## src/design/ofs_pkg.sv

```systemverilog
// ---------------------------------------------------------------------------
// ofs_pkg: shared types for the order finding factor splitter
// Payload structs, controller commands, datapath status and operand selects.
// ---------------------------------------------------------------------------
package ofs_pkg;

  localparam int FIELD_W = 32;
  localparam int ORDER_W = 16;
  localparam int EXP_IDX_W = 4;

  typedef struct packed {
    logic [FIELD_W-1:0] modulus;
    logic [FIELD_W-1:0] base;
  } ofs_in_t;

  typedef struct packed {
    logic [FIELD_W-1:0] factor_a;
    logic [FIELD_W-1:0] factor_b;
    logic [ORDER_W-1:0] order;
    logic               status;
  } ofs_out_t;

  typedef enum logic [1:0] {
    MSEL_ACC_G   = 2'd0,
    MSEL_RES_RES = 2'd1,
    MSEL_RES_G   = 2'd2
  } ofs_msel_t;

  typedef enum logic [1:0] {
    DSEL_GMOD = 2'd0,
    DSEL_GCD  = 2'd1,
    DSEL_QUOT = 2'd2
  } ofs_dsel_t;

  typedef struct packed {
    logic      load;
    logic      init_g;
    logic      acc_take;
    logic      pow_init;
    logic      res_take;
    logic      k_dec;
    logic      gcd_init;
    logic      gcd_step;
    logic      mul_start;
    ofs_msel_t mul_sel;
    logic      div_start;
    ofs_dsel_t div_sel;
    logic      out_load;
    logic      out_fail;
  } ofs_cmd_t;

  typedef struct packed {
    logic n_ge2;
    logic limit_zero;
    logic mul_done;
    logic div_done;
    logic prod_one;
    logic r_last;
    logic rem_zero;
    logic exp_bit;
    logic k_zero;
    logic out_free;
  } ofs_status_t;

endpackage

```

## src/design/ofs_ctrl.sv

```systemverilog
// ---------------------------------------------------------------------------
// ofs_ctrl: sequencer for the order finding factor splitter
// Steps through reduction, order search, power, gcd and final division.
// ---------------------------------------------------------------------------
module ofs_ctrl import ofs_pkg::*; (
  input  logic        clk,
  input  logic        rst,
  input  logic        in_valid,
  output logic        in_stall,
  input  ofs_status_t st,
  output ofs_cmd_t    cmd
);

  typedef enum logic [16:0] {
    S_IDLE = 17'h00001,
    S_CHK  = 17'h00002,
    S_MODG = 17'h00004,
    S_SGO  = 17'h00008,
    S_SW   = 17'h00010,
    S_PSQ  = 17'h00020,
    S_PSQW = 17'h00040,
    S_PML  = 17'h00080,
    S_PMLW = 17'h00100,
    S_PNXT = 17'h00200,
    S_GDIV = 17'h00400,
    S_GW   = 17'h00800,
    S_QW   = 17'h01000,
    S_FIN  = 17'h02000,
    S_FAIL = 17'h04000,
    S_GINI = 17'h08000,
    S_QGO  = 17'h10000
  } state_t;

  state_t state, state_next;

  assign in_stall = (state != S_IDLE);

  always_ff @(posedge clk) begin
    if (rst) begin
      state <= S_IDLE;
    end else begin
      state <= state_next;
    end
  end

  always_comb begin
    state_next = state;
    cmd = '0;
    cmd.mul_sel = MSEL_ACC_G;
    cmd.div_sel = DSEL_GMOD;
    unique case (state)
      S_IDLE: begin
        if (in_valid) begin
          cmd.load = 1'b1;
          state_next = S_CHK;
        end
      end
      S_CHK: begin
        if (!st.n_ge2 || st.limit_zero) begin
          state_next = S_FAIL;
        end else begin
          cmd.div_start = 1'b1;
          cmd.div_sel = DSEL_GMOD;
          state_next = S_MODG;
        end
      end
      S_MODG: begin
        if (st.div_done) begin
          cmd.init_g = 1'b1;
          state_next = S_SGO;
        end
      end
      S_SGO: begin
        cmd.mul_start = 1'b1;
        cmd.mul_sel = MSEL_ACC_G;
        state_next = S_SW;
      end
      S_SW: begin
        if (st.mul_done) begin
          if (st.prod_one) begin
            cmd.pow_init = 1'b1;
            state_next = S_PSQ;
          end else if (st.r_last) begin
            state_next = S_FAIL;
          end else begin
            cmd.acc_take = 1'b1;
            state_next = S_SGO;
          end
        end
      end
      S_PSQ: begin
        cmd.mul_start = 1'b1;
        cmd.mul_sel = MSEL_RES_RES;
        state_next = S_PSQW;
      end
      S_PSQW: begin
        if (st.mul_done) begin
          cmd.res_take = 1'b1;
          state_next = st.exp_bit ? S_PML : S_PNXT;
        end
      end
      S_PML: begin
        cmd.mul_start = 1'b1;
        cmd.mul_sel = MSEL_RES_G;
        state_next = S_PMLW;
      end
      S_PMLW: begin
        if (st.mul_done) begin
          cmd.res_take = 1'b1;
          state_next = S_PNXT;
        end
      end
      S_PNXT: begin
        if (st.k_zero) begin
          state_next = S_GINI;
        end else begin
          cmd.k_dec = 1'b1;
          state_next = S_PSQ;
        end
      end
      S_GINI: begin
        cmd.gcd_init = 1'b1;
        state_next = S_GDIV;
      end
      S_GDIV: begin
        cmd.div_start = 1'b1;
        cmd.div_sel = DSEL_GCD;
        state_next = S_GW;
      end
      S_GW: begin
        if (st.div_done) begin
          if (st.rem_zero) begin
            state_next = S_QGO;
          end else begin
            cmd.gcd_step = 1'b1;
            state_next = S_GDIV;
          end
        end
      end
      S_QGO: begin
        cmd.div_start = 1'b1;
        cmd.div_sel = DSEL_QUOT;
        state_next = S_QW;
      end
      S_QW: begin
        if (st.div_done) begin
          state_next = S_FIN;
        end
      end
      S_FIN: begin
        if (st.out_free) begin
          cmd.out_load = 1'b1;
          state_next = S_IDLE;
        end
      end
      S_FAIL: begin
        if (st.out_free) begin
          cmd.out_load = 1'b1;
          cmd.out_fail = 1'b1;
          state_next = S_IDLE;
        end
      end
      default: state_next = S_IDLE;
    endcase
  end

endmodule

```

## src/design/ofs_dp.sv

```systemverilog
// ---------------------------------------------------------------------------
// ofs_dp: datapath for the order finding factor splitter
// Bit-serial modular multiplier, restoring divider, operand registers and
// the output register.
// ---------------------------------------------------------------------------
module ofs_dp import ofs_pkg::*; #(
  parameter int WIDTH = 32
) (
  input  logic               clk,
  input  logic               rst,
  input  ofs_in_t            in_data,
  input  logic [ORDER_W-1:0] limit,
  input  ofs_cmd_t           cmd,
  output ofs_status_t        st,
  output logic               out_valid,
  input  logic               out_stall,
  output ofs_out_t           out_data
);

  localparam int CW = (WIDTH > 1) ? $clog2(WIDTH) : 1;

  logic [WIDTH-1:0]     n, graw, g, acc, res, dvd, dvs;
  logic [ORDER_W-1:0]   r, expo;
  logic [EXP_IDX_W-1:0] k;

  // multiplier
  logic [WIDTH-1:0] ma, mb, mp;
  logic [CW-1:0]    mcnt;
  logic             mphase, mbusy, mdone;
  logic [WIDTH-1:0] m_opa, m_opb, m_addend, m_sum;
  logic [WIDTH:0]   m_raw;

  // divider
  logic [WIDTH-1:0] dq, drm, dd;
  logic [CW-1:0]    dcnt;
  logic             dbusy, ddone;
  logic [WIDTH-1:0] d_num, d_den;
  logic [WIDTH:0]   d_t, d_diff;
  logic             d_ge;

  always_comb begin
    unique case (cmd.mul_sel)
      MSEL_ACC_G:   begin m_opa = g;   m_opb = acc; end
      MSEL_RES_RES: begin m_opa = res; m_opb = res; end
      MSEL_RES_G:   begin m_opa = g;   m_opb = res; end
      default:      begin m_opa = g;   m_opb = acc; end
    endcase
  end

  // phase 0 doubles, phase 1 adds the multiplicand when the bit is set
  assign m_addend = mphase ? (mb[mcnt] ? ma : '0) : mp;
  assign m_raw = {1'b0, mp} + {1'b0, m_addend};
  assign m_sum = (m_raw >= {1'b0, n}) ? WIDTH'(m_raw - {1'b0, n}) : m_raw[WIDTH-1:0];

  always_ff @(posedge clk) begin
    if (rst) begin
      mbusy <= 1'b0;
      mdone <= 1'b0;
    end else begin
      mdone <= 1'b0;
      if (cmd.mul_start) begin
        mbusy <= 1'b1;
      end else if (mbusy && mphase && (mcnt == '0)) begin
        mbusy <= 1'b0;
        mdone <= 1'b1;
      end
    end
  end

  always_ff @(posedge clk) begin
    if (cmd.mul_start) begin
      ma <= m_opa;
      mb <= m_opb;
      mp <= '0;
      mcnt <= CW'(WIDTH - 1);
      mphase <= 1'b0;
    end else if (mbusy) begin
      mp <= m_sum;
      mphase <= ~mphase;
      if (mphase) begin
        mcnt <= mcnt - CW'(1);
      end
    end
  end

  always_comb begin
    unique case (cmd.div_sel)
      DSEL_GMOD: begin d_num = graw; d_den = n;   end
      DSEL_GCD:  begin d_num = dvd;  d_den = dvs; end
      DSEL_QUOT: begin d_num = n;    d_den = dvs; end
      default:   begin d_num = graw; d_den = n;   end
    endcase
  end

  assign d_t = {drm, dq[WIDTH-1]};
  assign d_ge = (d_t >= {1'b0, dd});
  assign d_diff = d_t - {1'b0, dd};

  always_ff @(posedge clk) begin
    if (rst) begin
      dbusy <= 1'b0;
      ddone <= 1'b0;
    end else begin
      ddone <= 1'b0;
      if (cmd.div_start) begin
        dbusy <= 1'b1;
      end else if (dbusy && (dcnt == '0)) begin
        dbusy <= 1'b0;
        ddone <= 1'b1;
      end
    end
  end

  always_ff @(posedge clk) begin
    if (cmd.div_start) begin
      dq <= d_num;
      drm <= '0;
      dd <= d_den;
      dcnt <= CW'(WIDTH - 1);
    end else if (dbusy) begin
      drm <= d_ge ? d_diff[WIDTH-1:0] : d_t[WIDTH-1:0];
      dq <= {dq[WIDTH-2:0], d_ge};
      dcnt <= dcnt - CW'(1);
    end
  end

  // operand registers
  always_ff @(posedge clk) begin
    if (cmd.load) begin
      n <= WIDTH'(in_data.modulus);
      graw <= WIDTH'(in_data.base);
    end
    if (cmd.init_g) begin
      g <= drm;
      acc <= WIDTH'(1);
      r <= ORDER_W'(1);
    end
    if (cmd.acc_take) begin
      acc <= mp;
      r <= r + ORDER_W'(1);
    end
    if (cmd.pow_init) begin
      res <= WIDTH'(1);
      expo <= r >> 1;
      k <= '1;
    end
    if (cmd.res_take) begin
      res <= mp;
    end
    if (cmd.k_dec) begin
      k <= k - EXP_IDX_W'(1);
    end
    if (cmd.gcd_init) begin
      dvd <= res + WIDTH'(1);
      dvs <= n;
    end
    if (cmd.gcd_step) begin
      dvd <= dvs;
      dvs <= drm;
    end
  end

  // output register
  always_ff @(posedge clk) begin
    if (rst) begin
      out_valid <= 1'b0;
    end else if (cmd.out_load) begin
      out_valid <= 1'b1;
    end else if (!out_stall) begin
      out_valid <= 1'b0;
    end
  end

  always_ff @(posedge clk) begin
    if (cmd.out_load) begin
      if (cmd.out_fail) begin
        out_data <= '{factor_a: '0, factor_b: '0, order: '0, status: 1'b1};
      end else begin
        out_data <= '{factor_a: FIELD_W'(dvs), factor_b: FIELD_W'(dq),
                      order: r, status: 1'b0};
      end
    end
  end

  assign st.n_ge2 = (n > WIDTH'(1));
  assign st.limit_zero = (limit == '0);
  assign st.mul_done = mdone;
  assign st.div_done = ddone;
  assign st.prod_one = (mp == WIDTH'(1));
  assign st.r_last = (r == limit);
  assign st.rem_zero = (drm == '0);
  assign st.exp_bit = expo[k];
  assign st.k_zero = (k == '0);
  assign st.out_free = !out_valid || !out_stall;

endmodule

```

## src/design/order_finding_factor_split.sv

```systemverilog
// ---------------------------------------------------------------------------
// order_finding_factor_split: multiplicative order search and factor split
// Finds the order r of base mod modulus, then gcd(base^(r/2)+1, modulus)
// and modulus divided by that gcd.
// ---------------------------------------------------------------------------
//  channel  | signals                          | direction
//  in       | in_valid, in_stall, in_data      | item in
//  out      | out_valid, out_stall, out_data   | result out
//  cfg      | cfg_write, cfg_data              | attempt limit write
//
// One item at a time; the modular multiply and the division are bit serial.
// An item costs a division for the base reduction, a multiply per exponent
// tried, a square plus a multiply where the bit is set for each of the 16
// exponent bits of the power, a division per gcd step and a final division.
// Reset clears control and sets the limit to 1000. The result waits in the
// output register under stall while the next item may already be taken in.
// ---------------------------------------------------------------------------
module order_finding_factor_split import ofs_pkg::*; #(
  parameter int WIDTH = 32
) (
  input  logic               clk,
  input  logic               rst,
  input  logic               in_valid,
  output logic               in_stall,
  input  ofs_in_t            in_data,
  output logic               out_valid,
  input  logic               out_stall,
  output ofs_out_t           out_data,
  input  logic               cfg_write,
  input  logic [ORDER_W-1:0] cfg_data
);

  localparam logic [ORDER_W-1:0] LIMIT_RESET = ORDER_W'(1000);

  logic [ORDER_W-1:0] attempt_limit;
  ofs_cmd_t           cmd;
  ofs_status_t        st;

  always_ff @(posedge clk) begin
    if (rst) begin
      attempt_limit <= LIMIT_RESET;
    end else if (cfg_write) begin
      attempt_limit <= cfg_data;
    end
  end

  ofs_ctrl u_ctrl (
    .clk      (clk),
    .rst      (rst),
    .in_valid (in_valid),
    .in_stall (in_stall),
    .st       (st),
    .cmd      (cmd)
  );

  ofs_dp #(.WIDTH(WIDTH)) u_dp (
    .clk       (clk),
    .rst       (rst),
    .in_data   (in_data),
    .limit     (attempt_limit),
    .cmd       (cmd),
    .st        (st),
    .out_valid (out_valid),
    .out_stall (out_stall),
    .out_data  (out_data)
  );

`ifndef ASSERT_OFF
  a_busy_after_transfer: assert property (@(posedge clk) disable iff (rst)
    (in_valid && !in_stall) |=> in_stall)
    else $error("input taken while an item is in work");

  a_fail_zero: assert property (@(posedge clk) disable iff (rst)
    (out_valid && out_data.status) |->
      (out_data.order == '0 && out_data.factor_a == '0 && out_data.factor_b == '0))
    else $error("failed result carries nonzero fields");

  a_found_nonzero: assert property (@(posedge clk) disable iff (rst)
    (out_valid && !out_data.status) |->
      (out_data.order != '0 && out_data.factor_a != '0))
    else $error("found result with zero order or factor");
`endif

endmodule
```

## config.mk

```make
export PLATFORM = sky130hd
export DESIGN_NAME = order_finding_factor_split
export DESIGN_NICKNAME = d
export VERILOG_FILES = /design/src/design/ofs_pkg.sv /design/src/design/ofs_ctrl.sv /design/src/design/ofs_dp.sv /design/src/design/order_finding_factor_split.sv
export SDC_FILE = /design/constraint.sdc
export NUM_CORES = 1
export LEC_CHECK = 0
export ABC_AREA = 0
export BUFFER_PORTS_ARGS = -buffer_cell sky130_fd_sc_hd__buf_4
export CAP_MARGIN = 30
export CORE_ASPECT_RATIO = 1.1
export CORE_MARGIN = 8
export CORE_UTILIZATION = 60
export CTS_CLUSTER_SIZE = 16
export DETAILED_ROUTE_END_ITERATION = 6
export PLACE_DENSITY = 0.79
export SYNTH_ARGS = -nofsm -noshare
export SYNTH_HDL_FRONTEND = slang
export SYNTH_SLANG_ARGS = --single-unit
```

## constraint.sdc

```tcl
create_clock -name clk -period 7.9 [get_ports clk]
set_input_delay 1.185 -clock clk [delete_from_list [all_inputs] [get_ports clk]]
set_output_delay 1.185 -clock clk [all_outputs]
set_load 0.02 [all_outputs]
```

Yosys cells after proc, flatten, opt, wreduce, memory -nomap -nowiden
Index checks and enable logic that the tools add are counted.
{ "word_totals": {"regBits": 581, "out_inout_bits": 83} }
{ "op_classes": {"n_addsub": 8, "n_lt_le_gt_ge": 5, "n_eq_ne": 33, "muxes": 74, "bitwise_logic": 1, "reduce_logical": 28} }
{ "op_table": {"columns": ["op", "count"], "rows": [
  ["$mux W32", 17],
  ["$pmux W17 S16", 1],
  ["$mux W17", 9],
  ["$ge A33 B32 Y1", 2],
  ["$pmux W32 S2", 1],
  ["$sub A32 B32 Y32", 2],
  ["$mux W16", 3],
  ["$mux W15", 3],
  ["$add A32 B32 Y33", 1],
  ["$add A32 B1 Y32 const B", 1],
  ["$eq A32 B1 Y1 const B", 1],
  ["$gt A32 B1 Y1 const B", 1],
  ["$logic_not A32 Y1", 1],
  ["$mux W1", 28],
  ["$pmux W3 S3", 2],
  ["$eq A17 B1 Y1 const B", 1],
  ["$eq A17 B10 Y1 const B", 1],
  ["$eq A17 B11 Y1 const B", 1],
  ["$eq A17 B12 Y1 const B", 1],
  ["$eq A17 B13 Y1 const B", 1],
  ["$eq A17 B14 Y1 const B", 1],
  ["$eq A17 B15 Y1 const B", 1],
  ["$eq A17 B16 Y1 const B", 1],
  ["$eq A17 B17 Y1 const B", 1],
  ["37 further kinds", 67]
]} }

Logic depth before layout (Yosys ltp)
{ "depth": {"depth_word": 8, "depth_mapped": 35, "ltp_nobuf": 29} }

By module
A second synthesis with hierarchy kept.
{ "hier_totals": {"hier_cells": 2703, "hier_area_um2": 30130.1} }
{ "modules_own_cells": {"columns": ["module", "instances", "cells_each", "area_each_um2", "seq_area_each_um2"], "rows": [
  ["ofs_dp", 1, 2505, 28338.4, 15655.0],
  ["ofs_ctrl", 1, 146, 1191.1, 340.3],
  ["order_finding_factor_split", 1, 52, 600.6, 320.3]
]} }

Worst setup path after synthesis
Ideal clock, no wire load.
{ "synth_timing": {"kind": "register -> register", "startpoint": "register u_dp.mcnt[0]", "endpoint": "register u_dp.mp[14]", "setup_ns": 0.224, "t_arrival_ns": 6.733, "required_ns": 7.676, "slack_ns": 0.942, "stages_incl_launch_ff": 35, "period_less_slack_ns": 6.958, "cell_sequence": "dfxtp_1 clkbuf_1 mux4_2 mux4_2 mux2i_1 nor2b_1 clkbuf_1 clkbuf_1 nand2_1 o21ai_0 ha_1 inv_1 fa_1 nor2b_1 o2111a_2 nor4b_4 o31ai_2 a22oi_1 o21ai_0 a311oi_1 xnor2_1 ha_1 clkbuf_1 a21o_1 a21o_1 a21oi_1 o21ai_0 a21oi_1 nand2_1 a221oi_1 o211a_1 buf_6 mux2_2 mux2i_1 nor2_1"} }
{ "synth_between": {"elab_chain_cells": 7, "elab_cells_between_ends": 8, "classes_between": "add/sub: 2; order compare: 1; mux: 5"} }
{ "synth_rtl": {"columns": ["element", "line", "text"], "rows": [
  ["start, declared", "ofs_dp.sv:28", "logic [CW-1:0] mcnt;"],
  ["start signal, assigned", "ofs_dp.sv:75", "mcnt <= CW'(WIDTH - 1);"],
  ["start signal, assigned", "ofs_dp.sv:81", "mcnt <= mcnt - CW'(1);"],
  ["$bmux W1 S5 *", "ofs_dp.sv:51", "assign m_addend = mphase ? (mb[mcnt] ? ma : '0) : mp;"],
  ["$mux W1 (implied by the code) *", "ofs_dp.sv:51", null],
  ["$mux W32 * (2 in a row)", "ofs_dp.sv:51", null],
  ["$add A32 B32 Y33 *", "ofs_dp.sv:52", "assign m_raw = {1'b0, mp} + {1'b0, m_addend};"],
  ["$sub A32 B32 Y32 / $ge A33 B32 Y1 (equally long branches)", "ofs_dp.sv:53", "assign m_sum = (m_raw >= {1'b0, n}) ? WIDTH'(m_raw - {1'b0, n}) : m_raw[WIDTH-1:0];"],
  ["$mux W32 *", "ofs_dp.sv:53", null],
  ["end signal, assigned", "ofs_dp.sv:78", "mp <= m_sum;"],
  ["end, declared", "ofs_dp.sv:27", "logic [WIDTH-1:0] ma, mb, mp;"]
]} }
Mark *: on every way between the ends. The rest lies on a longest branch, timed or not. The select of a mux whose other input is x is not followed.
A chain may end at the register's enable or synchronous reset.

Final worst setup path
{ "layout_timing": {"startpoint": "register u_dp.mcnt[0]", "endpoint": "register u_dp.mp[10]"} }
Same word-level chain as after synthesis.

==> impl_results.rst <==
.. list-table::
   :header-rows: 1

   * - Metric
     - Value
   * - Number of setup buffers added after CTS
     - 0
   * - Library cell contributing the largest single delay on the critical path
     - sky130_fd_sc_hd__mux4_2
   * - Fill cell total of the finished layout
     - 3566
   * - Main combinational cell family by area after synthesis
     - simple AND/OR/NAND/NOR gates
   * - Clock transition at the registers of the reported paths
     - 0.06 ns
   * - Antenna violations before repair
     - 2
   * - Port bufs
     - 167
   * - Via-to-Cell Ratio
     - 6.35
   * - Number of buffers on the longest clock path
     - 3
   * - Via count of the first global-routing pass
     - 21700
   * - Power per cell area
     - 426 nW/µm²
   * - Buffer cell driving the clock tree root
     - sky130_fd_sc_hd__clkbuf_16
   * - Fmax
     - 0.137 GHz
   * - Num Clock Sinks
     - 581
   * - Kind of start point of the critical path
     - flop
   * - Max Used Layer
     - met5
   * - Share of synthesized registers carrying an async set or reset
     - 0%
   * - Most used DFF post-synth
     - sky130_fd_sc_hd__edfxtp_1
   * - Post-CTS sizing
     - 0
   * - Final max-slew violation count
     - 0
   * - DRT Wirelength
     - 84100 µm
   * - WL met2
     - 39100 µm
   * - Count of vias placed by the detailed router
     - 22500
   * - Share of the cycle needed by the critical path after routing
     - 92.4%
   * - CP Class
     - reg -> reg
   * - Number of flip-flops in the largest register
     - 81
   * - Synth Net Count
     - 2919
   * - Width of the chip
     - 228 µm
   * - Routed len/inst
     - 23.7 µm
   * - Growth of design area from synthesis to finish
     - 13.5%
   * - Number of maximum-capacitance constraint violations
     - 0
   * - Synthesized-area fraction occupied by ao, oa, aoi and oai cells
     - 12.4%
   * - Routed wire length on met3
     - 8480 µm
   * - Residual overflow from global routing
     - 0
   * - I/O pin cnt
     - 168
   * - Unique cell type count in the Yosys netlist
     - 82
   * - Total iterations of the first detailed-routing run
     - 6
   * - Final GP Congestion
     - 1.01
   * - Cell area after placement
     - 31500 µm²
   * - Floorplan die area
     - 56800 µm²
   * - Fraction of the mapped netlist area in simple logic gates
     - 14.1%
   * - Worst Tran Pin Value
     - 0.988 ns
   * - Leakage
     - 0.0129 µW
   * - CTS H-tree depth
     - 2
   * - Remaining antenna violation count
     - 0
   * - Hold Worst Slack
     - 0.510 ns
   * - DRC errors left
     - 0
   * - Sequential element share of the synthesized area
     - 55.0%
   * - Unrepaired setup endpoints after global routing
     - false
   * - Flops & latches, synth
     - 581
   * - Crit path buffers/inverters
     - 3
   * - Maximum number of pins on one net before global-route repair
     - 74
   * - Normalized max-slew margin
     - 32.4%
   * - Post-synth EDFFs
     - 468
   * - Net count reported at finish
     - 3036
   * - Clock tree from TritonCTS
     - built
   * - Summed negative setup slack over all endpoints
     - 0 ns
   * - Iteration-0 DRC Markers
     - 2652
   * - Hpwl dp
     - 60200 µm
   * - Register with the most flip-flops
     - u_dp.out_data
   * - Placement Rows
     - 85
   * - Critical path data arrival time
     - 7.74 ns
   * - Number of hold violations in the final report
     - 0
   * - Number of buffers added to fix hold violations after cts
     - 0
   * - Clock latency reported for the late side of the worst-skew pair
     - 0.63 ns
   * - Proportion of synthesized area in mux cells
     - 5.42%
   * - Syn Std Cell Area
     - 29700 µm²
   * - Share of post-route cells with drive strength above 1
     - 14.8%
   * - Run status
     - completed
   * - Final clock skew
     - 0.0211 ns
   * - Cell family with the largest share of critical-path delay
     - compound AO/OA/AOI/OAI gates
   * - Crit path capture type
     - flop
   * - Delay of the slowest critical-path stage
     - 0.54 ns
   * - Number of warnings printed during yosys synthesis
     - 0
   * - Classification of the worst-slack hold path
     - reg -> reg
   * - Area share of fa/ha/maj cells after synthesis
     - 4.59%
   * - Critical path fanouts, max
     - 25
   * - Die Span Y
     - 249 µm
   * - Number of setup violations in the final report
     - 0
   * - Total global routing track utilization
     - 28.7%
   * - Placeable core region
     - 48900 µm²
   * - Xor/xnor cell area share of the yosys netlist
     - 4.75%
   * - Tmin final
     - 7.30 ns
   * - TritonCTS buffer count
     - 58
   * - Summed area of non-filler cells in the final layout
     - 33700 µm²
   * - Wire length of the first global-routing pass
     - 129000 µm
   * - Initial Util
     - 60.7%
   * - Critical path required time
     - 8.34 ns
   * - IR Drop Worst-Case VDD
     - 0.779 mV
   * - Syn_area_per_cell
     - 10.9 µm²
   * - Met1 WL
     - 34100 µm
   * - Number of standard cells after synthesis
     - 2727
[tightest hold or removal path, stage by stage, from the launching register on]
cell and delay, ns:
sky130_fd_sc_hd__dfxtp_1 0.35, sky130_fd_sc_hd__o21ai_0 0.08, sky130_fd_sc_hd__nand2_1 0.06
[logic make-up after synthesis]
group | Yosys count
simple gates | 853
fa+ha+maj | 107
xor+xnor | 161
buf+inv | 283
compound gates | 607
flops | 581
mux | 135
[report_power, final]
group	total (µW)	switching [µW]	internal [µW]
clock network	3140	1220	1930
logic	6980	4160	2820
registers	4230	434	3790
[placed cells by master (no fill, tap or decap), types with 8 or more instances in the layout]
cell type / count
sky130_fd_sc_hd__a22oi_1: 33
sky130_fd_sc_hd__and2_1: 88
sky130_fd_sc_hd__a31oi_1: 50
sky130_fd_sc_hd__clkinv_2: 11
sky130_fd_sc_hd__a211o_1: 10
sky130_fd_sc_hd__dfxtp_1: 110
sky130_fd_sc_hd__a21o_1: 54
sky130_fd_sc_hd__mux2i_1: 50
sky130_fd_sc_hd__mux2_2: 71
sky130_fd_sc_hd__inv_1: 136
sky130_fd_sc_hd__nor3_1: 29
sky130_fd_sc_hd__o21bai_1: 13
sky130_fd_sc_hd__nand2b_1: 11
sky130_fd_sc_hd__clkbuf_16: 59
sky130_fd_sc_hd__nor2_1: 184
sky130_fd_sc_hd__o21ai_0: 215
sky130_fd_sc_hd__nor4_1: 82
sky130_fd_sc_hd__nand2_1: 265
sky130_fd_sc_hd__nor2b_1: 22
sky130_fd_sc_hd__nand3_1: 45
sky130_fd_sc_hd__nand4_1: 38
sky130_fd_sc_hd__or2_2: 12
sky130_fd_sc_hd__mux4_2: 13
sky130_fd_sc_hd__buf_4: 200
sky130_fd_sc_hd__and3_1: 25
sky130_fd_sc_hd__bufinv_16: 16
sky130_fd_sc_hd__a211oi_1: 21
sky130_fd_sc_hd__ha_1: 104
sky130_fd_sc_hd__xnor2_1: 88
sky130_fd_sc_hd__nand3b_1: 8
sky130_fd_sc_hd__edfxtp_1: 468
sky130_fd_sc_hd__o21a_1: 10
sky130_fd_sc_hd__xor2_1: 73
sky130_fd_sc_hd__a21oi_1: 141
[cell type report]
class | count | area [µm²] | share of cell area, %
diodes | 1 | 2.50 | 0.00743
repair buffers | 201 | 1520 | 4.51
clock inverters | 41 | 646 | 1.92
well taps | 652 | 816 | 2.42
flip-flops and latches | 581 | 16300 | 48.4
clock buffers | 69 | 1540 | 4.58
multi-input cells | 1863 | 12300 | 36.6
inverters | 139 | 522 | 1.55
[path summary, 6_finish.rpt]
check	from	end	slack, ns	cells past startpoint
worst max register to register	u_dp.mcnt[0]$_SDFFE_PP1P_	u_dp.mp[10]$_SDFFE_PP0P_	0.60	31
worst max-delay path	u_dp.mcnt[0]$_SDFFE_PP1P_	u_dp.mp[10]$_SDFFE_PP0P_	0.60	31
worst min register to register	u_dp.dcnt[1]$_SDFFE_PP1P_	u_dp.dcnt[1]$_SDFFE_PP1P_	0.51	2
worst min-delay path	u_dp.dcnt[1]$_SDFFE_PP1P_	u_dp.dcnt[1]$_SDFFE_PP1P_	0.51	2
[routing by layer]
layer | global-route usage [%] | up-vias
li1 | - | 10200
met2 | 46.0 | 1248
met4 | 8.02 | 2
met5 | 0 | -
met3 | 5.45 | 161
met1 | 39.7 | 10900
[cell usage after synthesis, drive strengths merged (4+ instances only)]
| cell | number | share of area (%) |
|---|---|---|
| a211o | 10 | 0.30 |
| a211oi | 21 | 0.53 |
| a21boi | 4 | 0.10 |
| a21o | 54 | 1.4 |
| a21oi | 143 | 2.4 |
| a22oi | 33 | 0.83 |
| a31o | 4 | 0.12 |
| a31oi | 50 | 1.1 |
| a41oi | 4 | 0.12 |
| and2 | 88 | 1.9 |
| and3 | 25 | 0.53 |
| buf | 39 | 0.70 |
| clkbuf | 105 | 1.3 |
| dfxtp | 113 | 7.6 |
| edfxtp | 468 | 47 |
| ha | 104 | 4.4 |
| inv | 138 | 1.7 |
| mux2 | 72 | 2.7 |
| mux2i | 50 | 1.7 |
| mux4 | 13 | 0.99 |
| nand2 | 266 | 3.4 |
| nand2b | 11 | 0.23 |
| nand3 | 45 | 0.76 |
| nand3b | 8 | 0.20 |
| nand4 | 38 | 0.80 |
| nor2 | 190 | 2.4 |
| nor2b | 23 | 0.48 |
| nor3 | 32 | 0.56 |
| nor3b | 5 | 0.13 |
| nor4 | 83 | 1.7 |
| nor4b | 5 | 0.22 |
| o2111ai | 4 | 0.12 |
| o211ai | 7 | 0.18 |
| o21a | 10 | 0.25 |
| o21ai | 222 | 3.8 |
| o21bai | 13 | 0.33 |
| o31ai | 7 | 0.19 |
| or2 | 13 | 0.27 |
| or3 | 7 | 0.15 |
| xnor2 | 88 | 2.6 |
| xor2 | 73 | 2.2 |
[stage by stage]
stage	utilization [%]	worst slack [ns]	std cells	total power [µW]
floorplan	-	0.942	2727	9470
global placement	64.4	0.716	3435	10900
detailed placement	64.4	0.506	3436	11100
CTS	68.9	0.448	3546	14200
global route	68.9	0.187	3546	15200
finish	68.9	0.603	3547	14400
No activity file was read; power rests on OpenSTA's default activity.
